==> config.mk <==
export PLATFORM = sky130hd
export DESIGN_NAME = quintic_joint_trajectory_generator_unit
export DESIGN_NICKNAME = d
export VERILOG_FILES = /design/src/rtl/core/qjtg_pkg.sv /design/src/rtl/core/qjtg_blend.sv /design/src/rtl/core/quintic_joint_trajectory_generator_unit.sv
export VERILOG_INCLUDE_DIRS = /design/src /design/src/rtl/core
export SDC_FILE = /design/constraint.sdc
export NUM_CORES = 1
export LEC_CHECK = 0
export ABC_CLOCK_PERIOD_IN_PS = 5070
export CAP_MARGIN = 20
export CORE_MARGIN = 2
export CORE_UTILIZATION = 59
export DETAILED_ROUTE_END_ITERATION = 8
export DONT_BUFFER_PORTS = 1
export PLACE_DENSITY = 0.78
export SLEW_MARGIN = 10
export SYNTH_ARGS = -nofsm -noshare
export SYNTH_HDL_FRONTEND = slang
export SYNTH_SLANG_ARGS = --single-unit
==> constraint.sdc <==
create_clock -name clk -period 5.07 [get_ports clk]
set_clock_uncertainty 0.1 [all_clocks]
set_input_delay 0.2535 -clock clk [delete_from_list [all_inputs] [get_ports clk]]
set_output_delay 0.2535 -clock clk [all_outputs]
set_load 0.01 [all_outputs]
==> src/rtl/core/assert_macros.svh <==
// assertion macros used by the top-level rtl file
`ifndef ASSERT_MACROS_SVH
`define ASSERT_MACROS_SVH

// same-cycle implication, reset masks the check
`define QJTG_ASSERT_IMP(label, ante, cons) \
	label: assert property (@(posedge clk) disable iff (!arst_n) (ante) |-> (cons)) \
		else $error("qjtg assertion failed");

// next-cycle implication, reset masks the check
`define QJTG_ASSERT_NXT(label, ante, cons) \
	label: assert property (@(posedge clk) disable iff (!arst_n) (ante) |=> (cons)) \
		else $error("qjtg assertion failed");

`endif

==> src/rtl/core/qjtg_pkg.sv <==
// types and constants of the quintic joint trajectory generator
package qjtg_pkg;

	localparam int JOINT_COUNT = 4;
	localparam int ANGLE_W     = 8;
	localparam int MS_W        = 16;
	localparam int Q16_W       = 16;
	localparam int BLEND_W     = 17;
	localparam int LACC_W      = 24;

	// op codes carried in s_tuser
	localparam logic OP_START = 1'b0;
	localparam logic OP_TICK  = 1'b1;

	// unity in q1.16, the top of the blend range
	localparam logic [BLEND_W-1:0] BLEND_ONE = 17'h10000;

	typedef struct packed {
		logic               valid;
		logic [BLEND_W-1:0] blend;
	} blend_res_t;

endpackage

==> src/rtl/core/qjtg_blend.sv <==
// serial divider, power chain and minimum-jerk blend polynomial
module qjtg_blend import qjtg_pkg::*; (
	input  logic            clk,
	input  logic            arst_n,
	input  logic            go,
	input  logic [MS_W-1:0] elapsed,
	input  logic [MS_W-1:0] duration,
	output blend_res_t      res
);

	localparam logic [1:0] BS_IDLE = 2'd0;
	localparam logic [1:0] BS_DIV  = 2'd1;
	localparam logic [1:0] BS_MUL  = 2'd2;
	localparam logic [1:0] BS_SUM  = 2'd3;

	logic [1:0]       bst_q;
	logic [3:0]       cnt_q;
	logic [1:0]       pass_q;
	logic [MS_W-1:0]  rem_q;
	logic [MS_W-1:0]  dvs_q;
	logic [Q16_W-1:0] quo_q;
	logic [Q16_W-1:0] s_q;
	logic [Q16_W-1:0] mpl_q;
	logic [Q16_W-1:0] pw_q;
	logic [Q16_W-1:0] acc_q;
	logic [Q16_W-1:0] p3_q;
	logic [Q16_W-1:0] p4_q;
	blend_res_t       res_q;

	logic [MS_W:0]    rem2;
	logic [MS_W:0]    rem_diff;
	logic             rem_ge;
	logic [Q16_W-1:0] s_new;
	logic [Q16_W:0]   mul_sum;
	logic [Q16_W-1:0] prod;
	logic [21:0]      t3;
	logic [21:0]      t4;
	logic [21:0]      t5;
	logic [21:0]      poly;
	logic [BLEND_W-1:0] blend_clamped;

	// restoring division step, one quotient bit per cycle
	always_comb begin
		rem2     = {rem_q, 1'b0};
		rem_diff = rem2 - {1'b0, dvs_q};
		rem_ge   = (rem2 >= {1'b0, dvs_q});
		s_new    = {quo_q[Q16_W-2:0], rem_ge};
	end

	// lsb-first shift-add, keeps only the upper half
	always_comb begin
		mul_sum = {1'b0, acc_q} + (mpl_q[0] ? {1'b0, pw_q} : {(Q16_W+1){1'b0}});
		prod    = mul_sum[Q16_W:1];
	end

	// 10 p3 - 15 p4 + 6 p5, p5 sits in pw_q, then clamp to [0, 1]
	always_comb begin
		t3   = ({6'd0, p3_q} << 3) + ({6'd0, p3_q} << 1);
		t4   = ({6'd0, p4_q} << 4) - {6'd0, p4_q};
		t5   = ({6'd0, pw_q} << 2) + ({6'd0, pw_q} << 1);
		poly = t3 - t4 + t5;
		if (poly[21]) begin
			blend_clamped = '0;
		end else if (poly > {5'd0, BLEND_ONE}) begin
			blend_clamped = BLEND_ONE;
		end else begin
			blend_clamped = poly[BLEND_W-1:0];
		end
	end

	always_ff @(posedge clk or negedge arst_n) begin
		if (!arst_n) begin
			bst_q  <= BS_IDLE;
			cnt_q  <= '0;
			pass_q <= '0;
			res_q  <= '0;
		end else begin
			res_q.valid <= 1'b0;
			case (bst_q)
				BS_IDLE: begin
					if (go) begin
						cnt_q <= '0;
						bst_q <= BS_DIV;
					end
				end
				BS_DIV: begin
					cnt_q <= cnt_q + 4'd1;
					if (cnt_q == 4'd15) begin
						pass_q <= '0;
						bst_q  <= BS_MUL;
					end
				end
				BS_MUL: begin
					cnt_q <= cnt_q + 4'd1;
					if (cnt_q == 4'd15) begin
						pass_q <= pass_q + 2'd1;
						if (pass_q == 2'd3) begin
							bst_q <= BS_SUM;
						end
					end
				end
				BS_SUM: begin
					res_q.valid <= 1'b1;
					res_q.blend <= blend_clamped;
					bst_q       <= BS_IDLE;
				end
				default: begin
					bst_q <= BS_IDLE;
				end
			endcase
		end
	end

	// datapath shift registers
	always_ff @(posedge clk) begin
		case (bst_q)
			BS_IDLE: begin
				rem_q <= elapsed;
				dvs_q <= duration;
				quo_q <= '0;
			end
			BS_DIV: begin
				rem_q <= rem_ge ? rem_diff[MS_W-1:0] : rem2[MS_W-1:0];
				quo_q <= s_new;
				if (cnt_q == 4'd15) begin
					s_q   <= s_new;
					mpl_q <= s_new;
					pw_q  <= s_new;
					acc_q <= '0;
				end
			end
			BS_MUL: begin
				if (cnt_q == 4'd15) begin
					pw_q  <= prod;
					mpl_q <= s_q;
					acc_q <= '0;
					if (pass_q == 2'd1) begin
						p3_q <= prod;
					end
					if (pass_q == 2'd2) begin
						p4_q <= prod;
					end
				end else begin
					acc_q <= prod;
					mpl_q <= mpl_q >> 1;
				end
			end
			default: begin
			end
		endcase
	end

	assign res = res_q;

endmodule

==> src/rtl/core/quintic_joint_trajectory_generator_unit.sv <==
// top level of the quintic joint trajectory generator
// sequence: when the move is done (elapsed >= duration) an accepted word goes straight to the output load,
//   otherwise through the divider, the multiplier passes, polynomial, hand-over, joint lanes and load
// acceptance: a new word is taken only once the last one is loaded into the output register, as the single
//   bit-serial divide/multiply unit serves one word at a time; a stalled m_tready holds the finish state
// reset: arst_n clears the move, kept angles and all control; a tick before any start reports done
`include "assert_macros.svh"

module quintic_joint_trajectory_generator_unit import qjtg_pkg::*; (
	input  logic         clk,
	input  logic         arst_n,
	input  logic         s_tvalid,
	output logic         s_tready,
	// use_current[0], start_angle_0..3[32:1], target_angle_0..3[64:33],
	// duration_ms[80:65], elapsed_ms[96:81], zero pad[103:97]
	input  logic [103:0] s_tdata,
	// op[0]
	input  logic         s_tuser,
	output logic         m_tvalid,
	input  logic         m_tready,
	// angle_0..3[63:0] (16 bits each, q8.8), done_res[64], zero pad[71:65]
	output logic [71:0]  m_tdata
);

	localparam logic [1:0] ST_IDLE  = 2'd0;
	localparam logic [1:0] ST_BLEND = 2'd1;
	localparam logic [1:0] ST_LANE  = 2'd2;
	localparam logic [1:0] ST_FIN   = 2'd3;

	// input word fields
	logic                  in_use_current;
	logic [ANGLE_W-1:0]    in_start [JOINT_COUNT];
	logic [ANGLE_W-1:0]    in_target [JOINT_COUNT];
	logic [MS_W-1:0]       in_duration;
	logic [MS_W-1:0]       in_elapsed;

	// move state
	logic [ANGLE_W-1:0]    st_q [JOINT_COUNT];
	logic [ANGLE_W-1:0]    tgt_q [JOINT_COUNT];
	logic [ANGLE_W-1:0]    kept_q [JOINT_COUNT];
	logic [MS_W-1:0]       dur_q;

	// sequencer and joint lanes
	logic [1:0]            state_q;
	logic                  done_q;
	logic [BLEND_W-1:0]    blend_q;
	logic [2:0]            lcnt_q;
	logic [ANGLE_W-1:0]    sa_q [JOINT_COUNT];
	logic [ANGLE_W-1:0]    ta_q [JOINT_COUNT];
	logic [LACC_W-1:0]     lacc_q [JOINT_COUNT];
	logic [LACC_W-1:0]     lane_next [JOINT_COUNT];
	logic [BLEND_W-1:0]    nblend;

	logic                  in_fire;
	logic [MS_W-1:0]       el_n;
	logic [MS_W-1:0]       dur_n;
	logic                  done_n;
	logic                  blend_go;
	blend_res_t            blend_res;
	logic                  out_load;
	logic [15:0]           ang [JOINT_COUNT];

	// unpack the slave word
	always_comb begin
		in_use_current = s_tdata[0];
		for (int j = 0; j < JOINT_COUNT; j++) begin
			in_start[j]  = s_tdata[1 + ANGLE_W*j +: ANGLE_W];
			in_target[j] = s_tdata[1 + ANGLE_W*(JOINT_COUNT + j) +: ANGLE_W];
		end
		in_duration = s_tdata[80:65];
		in_elapsed  = s_tdata[96:81];
	end

	// one item at a time; a finished word may still wait in the output register
	assign s_tready = (state_q == ST_IDLE);
	assign in_fire  = s_tvalid && s_tready;

	// a start answers as a tick at elapsed zero against the new duration
	always_comb begin
		dur_n  = (s_tuser == OP_START) ? in_duration : dur_q;
		el_n   = (s_tuser == OP_START) ? '0 : in_elapsed;
		done_n = (el_n >= dur_n);
	end

	// only moves still in progress need the blend; the divisor is then non-zero
	assign blend_go = in_fire && !done_n;

	qjtg_blend u_blend (
		.clk      (clk),
		.arst_n   (arst_n),
		.go       (blend_go),
		.elapsed  (el_n),
		.duration (dur_n),
		.res      (blend_res)
	);

	// msb-first shift-add per joint: start * (1 - blend) + target * blend
	always_comb begin
		nblend = BLEND_ONE - blend_q;
		for (int j = 0; j < JOINT_COUNT; j++) begin
			lane_next[j] = {lacc_q[j][LACC_W-2:0], 1'b0}
				+ {7'd0, (sa_q[j][ANGLE_W-1] ? nblend : {BLEND_W{1'b0}})}
				+ {7'd0, (ta_q[j][ANGLE_W-1] ? blend_q : {BLEND_W{1'b0}})};
		end
	end

	// finished angles: exact targets once done, else the q8.8 part of the lane sum
	always_comb begin
		for (int j = 0; j < JOINT_COUNT; j++) begin
			ang[j] = done_q ? {tgt_q[j], 8'h00} : lacc_q[j][LACC_W-1:8];
		end
	end

	assign out_load = (state_q == ST_FIN) && (!m_tvalid || m_tready);

	// sequencer, move state and kept angles
	always_ff @(posedge clk or negedge arst_n) begin
		if (!arst_n) begin
			state_q <= ST_IDLE;
			done_q  <= 1'b0;
			lcnt_q  <= '0;
			dur_q   <= '0;
			for (int j = 0; j < JOINT_COUNT; j++) begin
				st_q[j]   <= '0;
				tgt_q[j]  <= '0;
				kept_q[j] <= '0;
			end
		end else begin
			case (state_q)
				ST_IDLE: begin
					if (in_fire) begin
						done_q <= done_n;
						if (s_tuser == OP_START) begin
							dur_q <= in_duration;
							for (int j = 0; j < JOINT_COUNT; j++) begin
								st_q[j]  <= in_use_current ? kept_q[j] : in_start[j];
								tgt_q[j] <= in_target[j];
							end
						end
						state_q <= done_n ? ST_FIN : ST_BLEND;
					end
				end
				ST_BLEND: begin
					lcnt_q <= '0;
					if (blend_res.valid) begin
						state_q <= ST_LANE;
					end
				end
				ST_LANE: begin
					lcnt_q <= lcnt_q + 3'd1;
					if (lcnt_q == 3'd7) begin
						state_q <= ST_FIN;
					end
				end
				ST_FIN: begin
					if (out_load) begin
						// the floored angle is what a later move may start from
						for (int j = 0; j < JOINT_COUNT; j++) begin
							kept_q[j] <= ang[j][15:8];
						end
						state_q <= ST_IDLE;
					end
				end
				default: begin
					state_q <= ST_IDLE;
				end
			endcase
		end
	end

	// joint lane shift registers
	always_ff @(posedge clk) begin
		if (state_q == ST_BLEND) begin
			blend_q <= blend_res.blend;
			for (int j = 0; j < JOINT_COUNT; j++) begin
				sa_q[j]   <= st_q[j];
				ta_q[j]   <= tgt_q[j];
				lacc_q[j] <= '0;
			end
		end else if (state_q == ST_LANE) begin
			for (int j = 0; j < JOINT_COUNT; j++) begin
				sa_q[j]   <= {sa_q[j][ANGLE_W-2:0], 1'b0};
				ta_q[j]   <= {ta_q[j][ANGLE_W-2:0], 1'b0};
				lacc_q[j] <= lane_next[j];
			end
		end
	end

	// output register, decouples the master side from the sequencer
	always_ff @(posedge clk or negedge arst_n) begin
		if (!arst_n) begin
			m_tvalid <= 1'b0;
		end else if (out_load) begin
			m_tvalid <= 1'b1;
		end else if (m_tready) begin
			m_tvalid <= 1'b0;
		end
	end

	always_ff @(posedge clk) begin
		if (out_load) begin
			m_tdata <= {7'd0, done_q, ang[3], ang[2], ang[1], ang[0]};
		end
	end

	// a done word carries the target of joint 0 exactly
	`QJTG_ASSERT_NXT(a_done_exact, out_load && done_q, (m_tdata[15:8] == $past(tgt_q[0])) && (m_tdata[7:0] == 8'h00))
	// the blend unit only answers while the sequencer waits for it
	`QJTG_ASSERT_IMP(a_blend_when_waiting, blend_res.valid, state_q == ST_BLEND)
	// the clamp keeps the blend within unity
	`QJTG_ASSERT_IMP(a_blend_range, blend_res.valid, blend_res.blend <= BLEND_ONE)
	// an accepted word always starts work
	`QJTG_ASSERT_NXT(a_accept_busy, in_fire, state_q != ST_IDLE)

endmodule
Yosys cells after proc, flatten, opt, wreduce, memory -nomap -nowiden --
Memory sizes are Yosys's and may differ from the RTL's. Index checks and enable logic that the tools add are counted. Widths: inputs -> output; s select.
Storage, ports and cells: bits in writable memories 160, word-level logic and storage cells 185, bits of input ports 109, output and inout port bits 74, register bits 370, memories kept 3
Operators by class: $lt $le $gt $ge 3, equal/unequal tests 19, bitwise gates (word level) 13, reductions and logical operators 25, multiplexer cells 69, add/sub/neg operators 19
Memory list:
- lacc_q | words 4, bits a word 24, rd ports 4, clocked after memory_dff 0, write ports 4, line quintic_joint_trajectory_generator_unit.sv:50 | logic [LACC_W-1:0] lacc_q [JOINT_COUNT];
- sa_q | words 4, bits a word 8, rd ports 4, clocked after memory_dff 0, write ports 4, line quintic_joint_trajectory_generator_unit.sv:48 | logic [ANGLE_W-1:0] sa_q [JOINT_COUNT];
- ta_q | words 4, bits a word 8, rd ports 4, clocked after memory_dff 0, write ports 4, line quintic_joint_trajectory_generator_unit.sv:49 | logic [ANGLE_W-1:0] ta_q [JOINT_COUNT];
Operator list (number):
- $mux 16 | 13
- $add 24x17->24 | 8
- $mux 17 | 10
- $pmux 16 s2 | 4
- $mux 24 | 4
- $mux 8 | 12
- $pmux 15 s2 | 1
- $add 22x22->22 | 1
- $gt 22x17->1 const B | 1
- $mux 2 | 11
- $sub 22x22->22 | 1
- $sub 20x16->21 | 1
- $add 19x17->20 | 1
- $add 18x17->19 | 1
- $mux 18 | 1
- $add 16x17->17 | 1
- $ge 17x16->1 | 1
- $sub 17x17->17 const A | 1
- $ge 16x16->1 | 1
- $pmux 2 s4 | 2
- $sub 16x16->16 | 1
- $eq 2x2->1 const B | 6
- $or 1x1->1 | 12
- $reduce_and 3->1 | 4
- 22 further kinds | 49

Depth between registers and ports, before layout --
depth in word-level cells 7, mapped depth 24, depth with buffers taken out 24

Modules after synthesis --
A second synthesis with hierarchy kept.
Unflattened totals: cell total of the unflattened synthesis 3048, area, all modules 32713.9 um^2
Modules (own cells, without submodules):
- quintic_joint_trajectory_generator_unit | cells an instance 1986, sequential area each 10184.8 um^2, times used 1, area each 21320.4 um^2
- qjtg_blend | cells an instance 1062, sequential area each 4944.7 um^2, times used 1, area each 11393.4 um^2

Worst setup path before layout --
OpenSTA, ideal clock, no wires.
path type register to register, from register u_blend.p3_q[0], to register u_blend.res_q (netlist bit u_blend.res[10]), buffers on the path 0, setup time 0.075 ns, clock period less this slack 5.296 ns, stages on the path, launching flop included 23, path slack -0.226 ns, data arrival time 5.121 ns, cells stage by stage edfxtp_1 ha_1 fa_1 a21o_1 a21oi_1 o21bai_1 a211o_1 a31oi_1 a21oi_1 a21o_1 a21o_1 xnor2_1 fa_1 inv_1 ha_1 a21oi_1 nor2_1 o21bai_1 nor3b_1 o41ai_1 or4_4 or3_4 o2bb2ai_2
Between the ends: longest elaborated chain between the ends 6
RTL lines:
- start, declared | line qjtg_blend.sv:26 | logic [Q16_W-1:0] p3_q;
- start signal, assigned | line qjtg_blend.sv:138 | p3_q <= prod;
- $add 19x17->20 (*) | line qjtg_blend.sv:58 | t3 = ({6'd0, p3_q} << 3) + ({6'd0, p3_q} << 1);
- $sub 22x22->22 (*) | line qjtg_blend.sv:61 | poly = t3 - t4 + t5;
- $add 22x22->22 (*) | line qjtg_blend.sv:61
- $gt 22x17->1 | line qjtg_blend.sv:64 | end else if (poly > {5'd0, BLEND_ONE}) begin
- $mux 17 | line qjtg_blend.sv:64
- $mux 17 (*) | line qjtg_blend.sv:62 | if (poly[21]) begin
- end, declared | line qjtg_blend.sv:28 | blend_res_t res_q;
Mark *: on every way between the ends. The rest lies on a longest branch, timed or not. A chain may end at the register's enable or synchronous reset.

Final worst setup path --
from register u_blend.pw_q[1], to register u_blend.res_q (netlist bit u_blend.res[9])
Between the ends: longest elaborated chain between the ends 5
RTL lines:
- start, declared | line qjtg_blend.sv:24 | logic [Q16_W-1:0] pw_q;
- start signal, assigned | line qjtg_blend.sv:128 | pw_q <= s_new;
- start signal, assigned | line qjtg_blend.sv:134 | pw_q <= prod;
- $add 18x17->19 (*) | line qjtg_blend.sv:60 | t5 = ({6'd0, pw_q} << 2) + ({6'd0, pw_q} << 1);
- $add 22x22->22 (*) | line qjtg_blend.sv:61
- $gt 22x17->1 | line qjtg_blend.sv:64
- $mux 17 | line qjtg_blend.sv:64
- $mux 17 (*) | line qjtg_blend.sv:62
Marked as above.

==> summary.txt <==
Max-slew violation count: 0
Max Used Layer: met4
Floorplan Core Area: 0.0538 mm^2
Endpoint of the most critical setup path: u_blend.res[9]$_DFFE_PN0P_
Final Setup Violations: 17
Synthesis-stage register bit count: 530
Via density: 5.90
Antenna-violating nets left: 0
Total standard cell area after synthesis: 0.0321 mm^2
Ys flop type: sky130_fd_sc_hd__edfxtp_1
Post-synth EDFFs: 379
Distinct cell type count after synthesis: 82
CP Class: reg2reg
Final period demand of the worst path: 5.31 ns
Critical Path Source: u_blend.pw_q[1]$_DFFE_PP_
Number of global-route vias before repair: 24450
Gp weighted congestion: 0.937
Worst endpoint required time: 5.52 ns
Initial Util: 59.7%
Worst min-delay path category: in2reg
Nature of the critical path endpoint: flop
Die extent in y: 237 um
Number of buffer cells added on primary ports: 0
Final HPWL DP: 53600 um
Post-Route Setup TNS: -2.86 ns
Post-Place Worst Slack: -0.456 ns
Overall Global Routing Usage: 28.3%
Number of instances in the synthesized netlist: 2972
Clock Tree Root: sky130_fd_sc_hd__clkbuf_16
Antenna violations before repair: 0
DRC marker count from the first detailed-route iteration: 1640
Vias post-DR: 23246
Layout cells sized above 1: 15.1%
Layout overhead on the synthesized area: 16.4%
Share of synthesized registers carrying an async set or reset: 27.4%
# clock sinks: 530
R2r startpoint: u_blend.pw_q[1]$_DFFE_PP_
Global-route wire length before repair: 127000 um
Post-synthesis area per instance: 10.8 um^2
Number of standard-cell rows in the floorplan: 85
Worst-skew pair later-pin latency: 0.63 ns
DIE AREA: 0.0563 mm^2
Register-to-Register Path Depth: 23
Transition time at the pin with the least slew margin: 1.01 ns
CTS H-tree lvls: 2
CP Max Fanout: 5
Clock tree from TritonCTS: built
Wire length on met3: 4100 um
Number of iterations in the first detailed-routing pass: 7
Failing checks: negative setup slack
Clock buffer count from CTS: 54
Final worst path period share: 105%
Met2 routed WL: 41400 um
Number of inserted diodes: 0
Count of maximum capacitance violations: 0
Average wire length per cell after detail routing: 20.2 um
Final worst hold slack: 0.0211 ns
Count of pins on the block boundary: 183
End of the worst register-to-register path: u_blend.res[9]$_DFFE_PN0P_
Worst max-slew margin expressed relative to the limit: 32.5%
Detailed-route wire length on metal 1: 30900 um
Sequential fraction of the synthesis area: 47.1%
Final critical-path setup slack: -0.239 ns
Setup repair after global routing missed its margin: yes
Number of warning messages in the yosys log: 0
R2R setup slack: -0.24 ns
Remaining routing DRC violations: 0
Arrival time at the worst endpoint: 5.76 ns
F_max: 188 MHz
FILL cells: 3573
Startpoint types: flop
Clk pin slew, worst setup/hold paths: 0.06 ns
Status: complete, but fails checks
Chip Width: 237 um
Post-detailed-routing wire length: 79600 um
Hold Vio Cnt, Final: 0
Clock tree buffer depth: 3
Overflow left after global routing: 0
Maximum number of pins on one net before global-route repair: 146
Final Net Count: 3598
==> layout make-up <==
| type | count | area, um^2 | area share, % |
|---|---|---|---|
| clock buffers | 73 | 1480 | 3.96 |
| well taps | 696 | 871 | 2.33 |
| multi-input cells | 1981 | 15800 | 42.1 |
| inverters | 351 | 1320 | 3.52 |
| clock inverters | 29 | 318 | 0.850 |
| repair buffers | 282 | 2530 | 6.75 |
| flip-flops and latches | 530 | 15100 | 40.5 |
==> metrics by stage <==
stage,cell area [um^2],utilization [%],std cells
5_1_grt,37400,69.5,3942
2_1_floorplan,32200,-,2978
3_5_place_dp,33600,62.5,3685
3_3_place_gp,33600,62.5,3685
4_1_cts,37000,68.8,3928
6_report,37400,69.5,3942
==> metal layers <==
metal | vias to the layer above | global-route usage (%)
met3 | 211 | 3.76
li1 | 10787 | -
met4 | 0 | 11.5
met1 | 11469 | 33.7
met2 | 779 | 51.7
met5 | - | 0
==> cells in the mapped netlist (8+ instances only) <==
cell	n	area, um^2
sky130_fd_sc_hd__and2_1	68	425
sky130_fd_sc_hd__clkbuf_1	99	372
sky130_fd_sc_hd__a211oi_1	19	143
sky130_fd_sc_hd__edfxtp_1	379	11400
sky130_fd_sc_hd__or3_1	17	106
sky130_fd_sc_hd__nand3_1	30	150
sky130_fd_sc_hd__a21o_1	46	345
sky130_fd_sc_hd__nor3b_1	11	82.6
sky130_fd_sc_hd__nand2b_1	37	231
sky130_fd_sc_hd__and3_1	35	219
sky130_fd_sc_hd__mux2i_1	70	701
sky130_fd_sc_hd__a22o_1	54	473
sky130_fd_sc_hd__ha_1	198	2480
sky130_fd_sc_hd__nand4_1	15	93.8
sky130_fd_sc_hd__fa_1	91	1820
sky130_fd_sc_hd__o21a_1	26	195
sky130_fd_sc_hd__dfrtp_1	145	3630
sky130_fd_sc_hd__o211ai_1	11	82.6
sky130_fd_sc_hd__nor2b_1	31	194
sky130_fd_sc_hd__xor2_1	55	482
sky130_fd_sc_hd__mux2_2	144	1620
sky130_fd_sc_hd__buf_1	10	37.5
sky130_fd_sc_hd__a31oi_1	32	200
sky130_fd_sc_hd__xnor2_1	90	788
sky130_fd_sc_hd__nor2_1	213	800
sky130_fd_sc_hd__o21bai_1	17	128
sky130_fd_sc_hd__nand2_1	272	1020
sky130_fd_sc_hd__nor3_1	49	245
sky130_fd_sc_hd__inv_1	349	1310
sky130_fd_sc_hd__or2_2	8	50.1
sky130_fd_sc_hd__a21oi_1	111	556
sky130_fd_sc_hd__o21ai_0	112	561
==> what timing repair did <==
item	in CTS	in global routing
endpoints found under the hold margin	259	0
gates resized for setup	33	53
endpoints found under the setup margin	22	46
pin swaps	19	48
buffers inserted	8	13
hold buffers	133	0
==> critical path: stages, from the launching register on <==
cell                        delay, ns
sky130_fd_sc_hd__edfxtp_1        0.40
sky130_fd_sc_hd__ha_2            0.22
sky130_fd_sc_hd__inv_2           0.05
sky130_fd_sc_hd__fa_2            0.41
sky130_fd_sc_hd__nor2b_2         0.13
sky130_fd_sc_hd__o21ai_2         0.08
sky130_fd_sc_hd__a21oi_2         0.17
sky130_fd_sc_hd__o21ai_2         0.11
sky130_fd_sc_hd__a2111o_1        0.41
sky130_fd_sc_hd__a41oi_2         0.25
sky130_fd_sc_hd__a21o_1          0.19
sky130_fd_sc_hd__a21oi_2         0.07
sky130_fd_sc_hd__xnor2_1         0.14
sky130_fd_sc_hd__fa_1            0.52
sky130_fd_sc_hd__inv_2           0.05
sky130_fd_sc_hd__ha_4            0.23
sky130_fd_sc_hd__a21oi_2         0.13
sky130_fd_sc_hd__nor2b_1         0.06
sky130_fd_sc_hd__o21ai_1         0.16
sky130_fd_sc_hd__o21ai_1         0.12
sky130_fd_sc_hd__mux2i_1         0.14
sky130_fd_sc_hd__or4_4           0.57
sky130_fd_sc_hd__or3_4           0.40
sky130_fd_sc_hd__o2bb2ai_2       0.13
==> flip-flops by register name (all words and copies together), names as in the netlist, 17 cells and up <==
| name | count |
|---|---|
| u_blend.res | 18 |
| st_q | 32 |
| ta_q | 32 |
| lacc_q | 96 |
| sa_q | 32 |
| kept_q | 32 |
| blend_q | 17 |
| tgt_q | 32 |
| m_tdata | 65 |
==> cell usage in the layout, fill, tap and decap left out, drive strengths merged, types with 91 or more instances in the layout <==
cell type      n
dfrtp        145
nand2        272
a21oi        111
fa            91
dlygate4sd3  131
inv          356
ha           198
edfxtp       379
nor2         213
o21ai        114
mux2         144
buf          151
==> worst min path at each step <==
stage	start	slack, ns	endpoint	depth (start not counted)
6_report	s_tvalid	0.02	u_blend.cnt_q[3]$_DFFE_PN0P_	3
5_1_grt	s_tvalid	0.07	u_blend.cnt_q[2]$_DFFE_PN0P_	2
4_1_cts	s_tvalid	0.01	u_blend.cnt_q[3]$_DFFE_PN0P_	3
3_5_place_dp	arst_n	-0.12	dur_q[1]$_DFFE_PN0P_	0
3_3_place_gp	arst_n	-0.12	dur_q[3]$_DFFE_PN0P_	0
2_1_floorplan	arst_n	-0.14	done_q$_DFFE_PN0P_	0
==> cell families (layout without fill, tap and decap cells) <==
family                   Yosys count  after routing  synth area share, %
AND/OR/NAND/NOR                  812            812                 11.9
flip-flops                       530            530                 47.1
AO/OA/AOI/OAI                    514            514                 10.8
buffers and inverters            467            735                 5.54
adder cells (fa/ha/maj)          289            289                 13.4
multiplexers                     214            214                 7.23
XOR/XNOR                         145            145                 3.95
other                              1              7               0.0117
Power is left out: the tool's default activity adds up to more than one toggle a clock period on the data nets, which glitch-free logic cannot reach.
